File: config.mk
export PLATFORM = sky130hd
export DESIGN_NAME = dhrt_ctrl
export DESIGN_NICKNAME = d
export VERILOG_FILES = /design/src/sv/dhrt_pkg.sv /design/src/sv/dhrt_ctrl.sv
export SDC_FILE = /design/constraint.sdc
export NUM_CORES = 1
export LEC_CHECK = 0
export ABC_AREA = 0
export BUFFER_PORTS_ARGS = -buffer_cell sky130_fd_sc_hd__buf_2
export CELL_PAD_IN_SITES_DETAIL_PLACEMENT = 1
export CELL_PAD_IN_SITES_GLOBAL_PLACEMENT = 1
export CORE_AREA = 10 10 47 49
export DETAILED_ROUTE_END_ITERATION = 8
export DIE_AREA = 0 0 57 59
export PLACE_DENSITY = 0.62
export SETUP_SLACK_MARGIN = 0.3
export SLEW_MARGIN = 10
export SYNTH_ARGS = -nofsm -noshare
export SYNTH_HDL_FRONTEND = slang
export SYNTH_SLANG_ARGS = --single-unit
File: constraint.sdc
create_clock -name i_clk -period 1.4 [get_ports i_clk]
set_input_delay 0.07 -clock i_clk [delete_from_list [all_inputs] [get_ports i_clk]]
set_output_delay 0.07 -clock i_clk [all_outputs]
set_load 0.05 [all_outputs]
File: src/sv/dhrt_pkg.sv
// shared types, codes and constants of the double hash record table
package dhrt_pkg;

    localparam int DEF_CAPACITY = 1024;
    localparam logic [10:0] RESET_TABLE_SIZE = 11'd1021;
    localparam logic [9:0]  RESET_STEP_PRIME = 10'd1019;
    localparam logic [8:0]  SCORE_LIMIT      = 9'd24;

    typedef enum logic [1:0] {
        FN_INSERT = 2'd0,
        FN_ADD    = 2'd1,
        FN_EMAIL  = 2'd2,
        FN_LOOKUP = 2'd3
    } t_func;

    typedef enum logic [1:0] {
        ST_OK        = 2'd0,
        ST_NOT_FOUND = 2'd1,
        ST_EXCEEDED  = 2'd2,
        ST_FULL      = 2'd3
    } t_status;

    localparam logic CFG_TABLE_SIZE = 1'b0;
    localparam logic CFG_STEP_PRIME = 1'b1;

    typedef struct packed {
        logic [1:0]  func;
        logic [30:0] key;
        logic [63:0] email;
        logic [7:0]  credits;
    } t_in_item;

    typedef struct packed {
        logic [1:0]  status;
        logic [10:0] probes;
        logic [4:0]  score;
        logic [63:0] email_out;
        logic [10:0] occupancy;
    } t_out_item;

    typedef enum logic [2:0] {
        S_CLEAR,
        S_IDLE,
        S_DIV,
        S_SDIV,
        S_READ,
        S_CHECK,
        S_FINISH
    } t_state;

    typedef struct packed {
        logic clr_step;
        logic load;
        logic div_step;
        logic sdiv_step;
        logic rd;
        logic advance;
        logic commit;
    } t_cmd;

    typedef struct packed {
        logic clr_last;
        logic div_last;
        logic sdiv_last;
        logic key_zero;
        logic stop;
        logic limit;
        logic out_free;
    } t_sts;

endpackage

File: src/sv/dhrt_ctrl.sv
// sequencer for clear, hash division, probing and result hand-off
module dhrt_ctrl
    import dhrt_pkg::*;
(
    input  logic i_clk,
    input  logic i_rst_n,
    input  logic i_valid,
    output logic o_ready,
    input  t_sts i_sts,
    output t_cmd o_cmd
);

    t_state r_state;
    t_state n_state;

    always_ff @(posedge i_clk) begin
        if (!i_rst_n) begin
            r_state <= S_CLEAR;
        end else begin
            r_state <= n_state;
        end
    end

    always_comb begin
        n_state = r_state;
        case (r_state)
            S_CLEAR: begin
                if (i_sts.clr_last) n_state = S_IDLE;
            end
            S_IDLE: begin
                if (i_valid) n_state = S_DIV;
            end
            S_DIV: begin
                if (i_sts.key_zero) n_state = S_FINISH;
                else if (i_sts.div_last) n_state = S_SDIV;
            end
            S_SDIV: begin
                if (i_sts.sdiv_last) n_state = S_READ;
            end
            S_READ: begin
                n_state = S_CHECK;
            end
            S_CHECK: begin
                if (i_sts.stop || i_sts.limit) n_state = S_FINISH;
                else n_state = S_READ;
            end
            S_FINISH: begin
                if (i_sts.out_free) n_state = S_IDLE;
            end
            default: begin
                n_state = S_CLEAR;
            end
        endcase
    end

    always_comb begin
        o_cmd   = '0;
        o_ready = 1'b0;
        case (r_state)
            S_CLEAR: o_cmd.clr_step = 1'b1;
            S_IDLE: begin
                o_ready    = 1'b1;
                o_cmd.load = i_valid;
            end
            S_DIV:   o_cmd.div_step  = !i_sts.key_zero;
            S_SDIV:  o_cmd.sdiv_step = 1'b1;
            S_READ:  o_cmd.rd        = 1'b1;
            S_CHECK: o_cmd.advance   = !(i_sts.stop || i_sts.limit);
            S_FINISH: o_cmd.commit   = i_sts.out_free;
            default: o_cmd = '0;
        endcase
    end

    a_load_div: assert property (@(posedge i_clk) disable iff (!i_rst_n)
        o_cmd.load |=> r_state == S_DIV)
        else $error("load did not start division");
    a_commit_free: assert property (@(posedge i_clk) disable iff (!i_rst_n)
        o_cmd.commit |-> i_sts.out_free)
        else $error("commit with output register full");
    a_commit_idle: assert property (@(posedge i_clk) disable iff (!i_rst_n)
        o_cmd.commit |=> r_state == S_IDLE)
        else $error("commit not followed by idle");

endmodule

==> impl_results.md <==
* Outcome: finished, final reports clean
* Peak fanout along the critical path at 4
* Antenna Nets Post-Route at 0
* Inserted Clock Buffers at 3
* List of cells traversed by the critical path: nand2b_4 -> nor4_4 -> buf_6
* Source of the worst hold timing path: i_rst_n
* Sum of negative setup slack at 0 ns
* CTS max path bufs at 2
* Share of the clock period used by the worst path at roughly 88%
* Critical-path top delay cell: dfxtp_4
* Via total after detailed routing at 380
* Root buffer selected by CTS: clkbuf_4
* Effective utilization at floorplan at about a fifth
* Area of the die at between 3000 and 4000 sq um
* Static leakage at ~0.31 nW
* Detailed placement HPWL at around 840 microns
* Total inserted antenna cells at 0
* Delay of the slowest critical-path stage at between 0.3 and 0.4 ns
* Worst hold path cell count at 3
* Max Clock Skew at roughly 0.00028 ns
* Yosys reg bits at 3
* CTS H-tree depth at 1
* Start-to-end type of the worst setup path: register to output pin
* Port Buffers at 17
* Commonest cells after routing, fill and taps aside: 9 x buf_2, 9 x buf_6, 8 x buf_4
* Reg2reg path depth at 5
* GRT Resource Usage Total at between 7 and 8%
* Area added between synthesis and finish at 135%
* Synthesized instance count at 36
* First-pass GRT wire length at 1880 microns
* Worst hold margin at between 0.1 and 0.15 ns
* Max-cap violations at 0
* Worst hold path type: primary input to register
* Y dimension of the die at approximately 59 microns
* R2r startpoint: r_state[1]
* TritonCTS clock tree: built
* GR Overflow Total at 0
* Final wirelength at 1110 microns
* Antenna violations before repair at 0
* Largest register FFs at 3
* Worst setup slack for register-to-register paths at 0.23 ns
* Die span in x at around 57 microns
* Summed instance area of the synthesized netlist at 285 sq um
* Floorplan core area at between 1000 and 1500 sq um
* Worst Setup Start Kind: register
* # IOs at 18
* Portion of synthesized cell area occupied by the leading cell type at between 20% and 30%
* Setup repair after global routing missed its margin: true
* Largest net degree at the start of global routing at 8
* Count of final hold-check violations at 0
* Synthesized Nets at 46
* DRC at 0
* Transition at the pin with the smallest max-transition slack at around 0.25 ns
* Power density over the cells at between 1500 and 2000 nW/um^2
* Clock-pin transition on the worst setup and hold timing paths at 0.04 ns
* Routed via count divided by cell count at about 4.6
* Post-synthesis cell type with the largest combined area: dfxtp_1
* Cell types occupying the most area after synthesis: dfxtp_1 21%, mux2i_1 11%, o311ai_2 5.7%
* Final Max Slew Viols at 0
* Insertion delay to the later sink of the worst-skew pair at between 0.2 and 0.25 ns
* Fill cells at between 150 and 200
* Final net count at 77
* Site Rows at 14
* Routability-driven placement congestion ratio at just over 0.7
* Kind of cell with the highest combined delay on the critical path: simple AND/OR/NAND/NOR gates
* Part of the Yosys area used for sequential elements at 21.1%
* Total of endpoints with negative setup slack in the final report at 0
* Top reg by flops: r_state
* Average instance area after synthesis at roughly 8 sq um
* Hold Buf Count CTS at 0
* Worst setup EP type: output pin
* Number of DRC violations after detailed-routing iteration 0 at 2
* Total number of clock tree sinks at 3
* Crit path arrival time at 1.16 ns
* Final min period at about 1.2 ns
* Largest regs: r_state (3)
* Buffering stage count on the worst path with inverters included at 1
* Total number of yosys warnings at 0
* Number of iterations in the first detailed-routing pass at 4
* Data required time of the critical path at 1.33 ns
* Slew Limit Headroom at a little over four fifths
* Via count of the first global-routing pass at around 410
* Netlist cell types at 25
* Capture point of the worst reg-to-reg path: r_state[1]
* Routed wirelength normalized by instance count at roughly 14 microns
* End point of the worst hold path: r_state[1]
* Max Fclk at about 0.8 GHz
* Worst vdd ir at 859 uV
* Layout cell share with drive strength beyond 1 at roughly 74%
logic make-up (layout without fill, tap and decap cells):
logic type	Yosys count	count (layout)	synth area share, %
AOI/OAI and AO/OA	6	6	18.0
xor gates and xnor gates	1	1	3.07
buffers and inverters	4	34	8.33
DFF	3	3	21.1
muxes	3	3	10.5
and+or+nand+nor	19	19	39.0
layer usage:
| layer | GRT usage (%) | up-vias | wire, microns |
|---|---|---|---|
| li1 | - | 191 | - |
| met5 | 0 | - | 0 |
| met4 | 7.05 | 0 | 53 |
| met2 | 10.9 | 15 | 506 |
| met1 | 7.31 | 170 | 462 |
| met3 | 3.00 | 4 | 92 |
layout make-up:
| cell class | count | area [sq um] | area share (%) |
|---|---|---|---|
| clock buffers | 4 | 26.3 | 3.92 |
| multi-input cells | 29 | 304 | 45.3 |
| repair buffers | 28 | 236 | 35.3 |
| well taps | 16 | 20.0 | 2.99 |
| flip-flops and latches | 3 | 71.3 | 10.6 |
| inverters | 2 | 12.5 | 1.87 |
worst max path at each step:
stage / start / cells past startpoint / to
2_1_floorplan: r_state[0] / 4 / o_cmd[5]
3_3_place_gp: r_state[1] / 5 / r_state[0]
6_report: r_state[1] / 3 / o_cmd[1]
3_5_place_dp: r_state[1] / 5 / r_state[1]
5_1_grt: r_state[0] / 3 / o_cmd[4]
4_1_cts: r_state[0] / 3 / o_cmd[4]
cell usage after synthesis:
master and count:
and3_2 1, nor4b_1 1, a311o_1 1, a21oi_1 1
buf_6 1, o22ai_1 2, mux2i_1 3, nor3_1 2
o211ai_1 1, nand3_2 1, dfxtp_1 3, o311ai_2 1
and2_1 1, and3_1 1, inv_1 1, buf_2 1
nor2_1 4, nor4_1 1, nand3b_2 1, nand3_1 1
nand2_1 3, and2b_1 1, inv_2 1, nand2b_1 1
xnor2_1 1
worst min-delay path, stage by stage:
cell     delay (ns)
buf_2          0.13
nand2_1        0.06
mux2i_1        0.05
where the power goes:
group | leakage, nW | switching, mW | internal [mW]
Combinational | 0.271 | 0.498 | 0.440
Sequential | 0.0267 | 0.0656 | 0.132
Clock | 0.0150 | 0.0442 | 0.107
metrics by stage:
stage | instances | worst slack (ns) | power, mW | util [%] | instance area, sq um
floorplan | 36 | 0.183 | 0.757 | - | 369
global placement | 70 | 0.215 | 0.869 | 33.6 | 470
detailed placement | 70 | 0.184 | 0.876 | 33.6 | 470
CTS | 81 | 0.177 | 1.28 | 47.1 | 661
global route | 82 | 0.125 | 1.37 | 47.9 | 671
finish | 82 | 0.173 | 1.29 | 47.9 | 671
repair_timing:
action | CTS | global route
endpoints found under the setup margin | 11 | 11
setup buffers | 7 | 1
pin swaps | 6 | 1
resized for setup | 30 | 1
(Power assumes the default switching activity.)
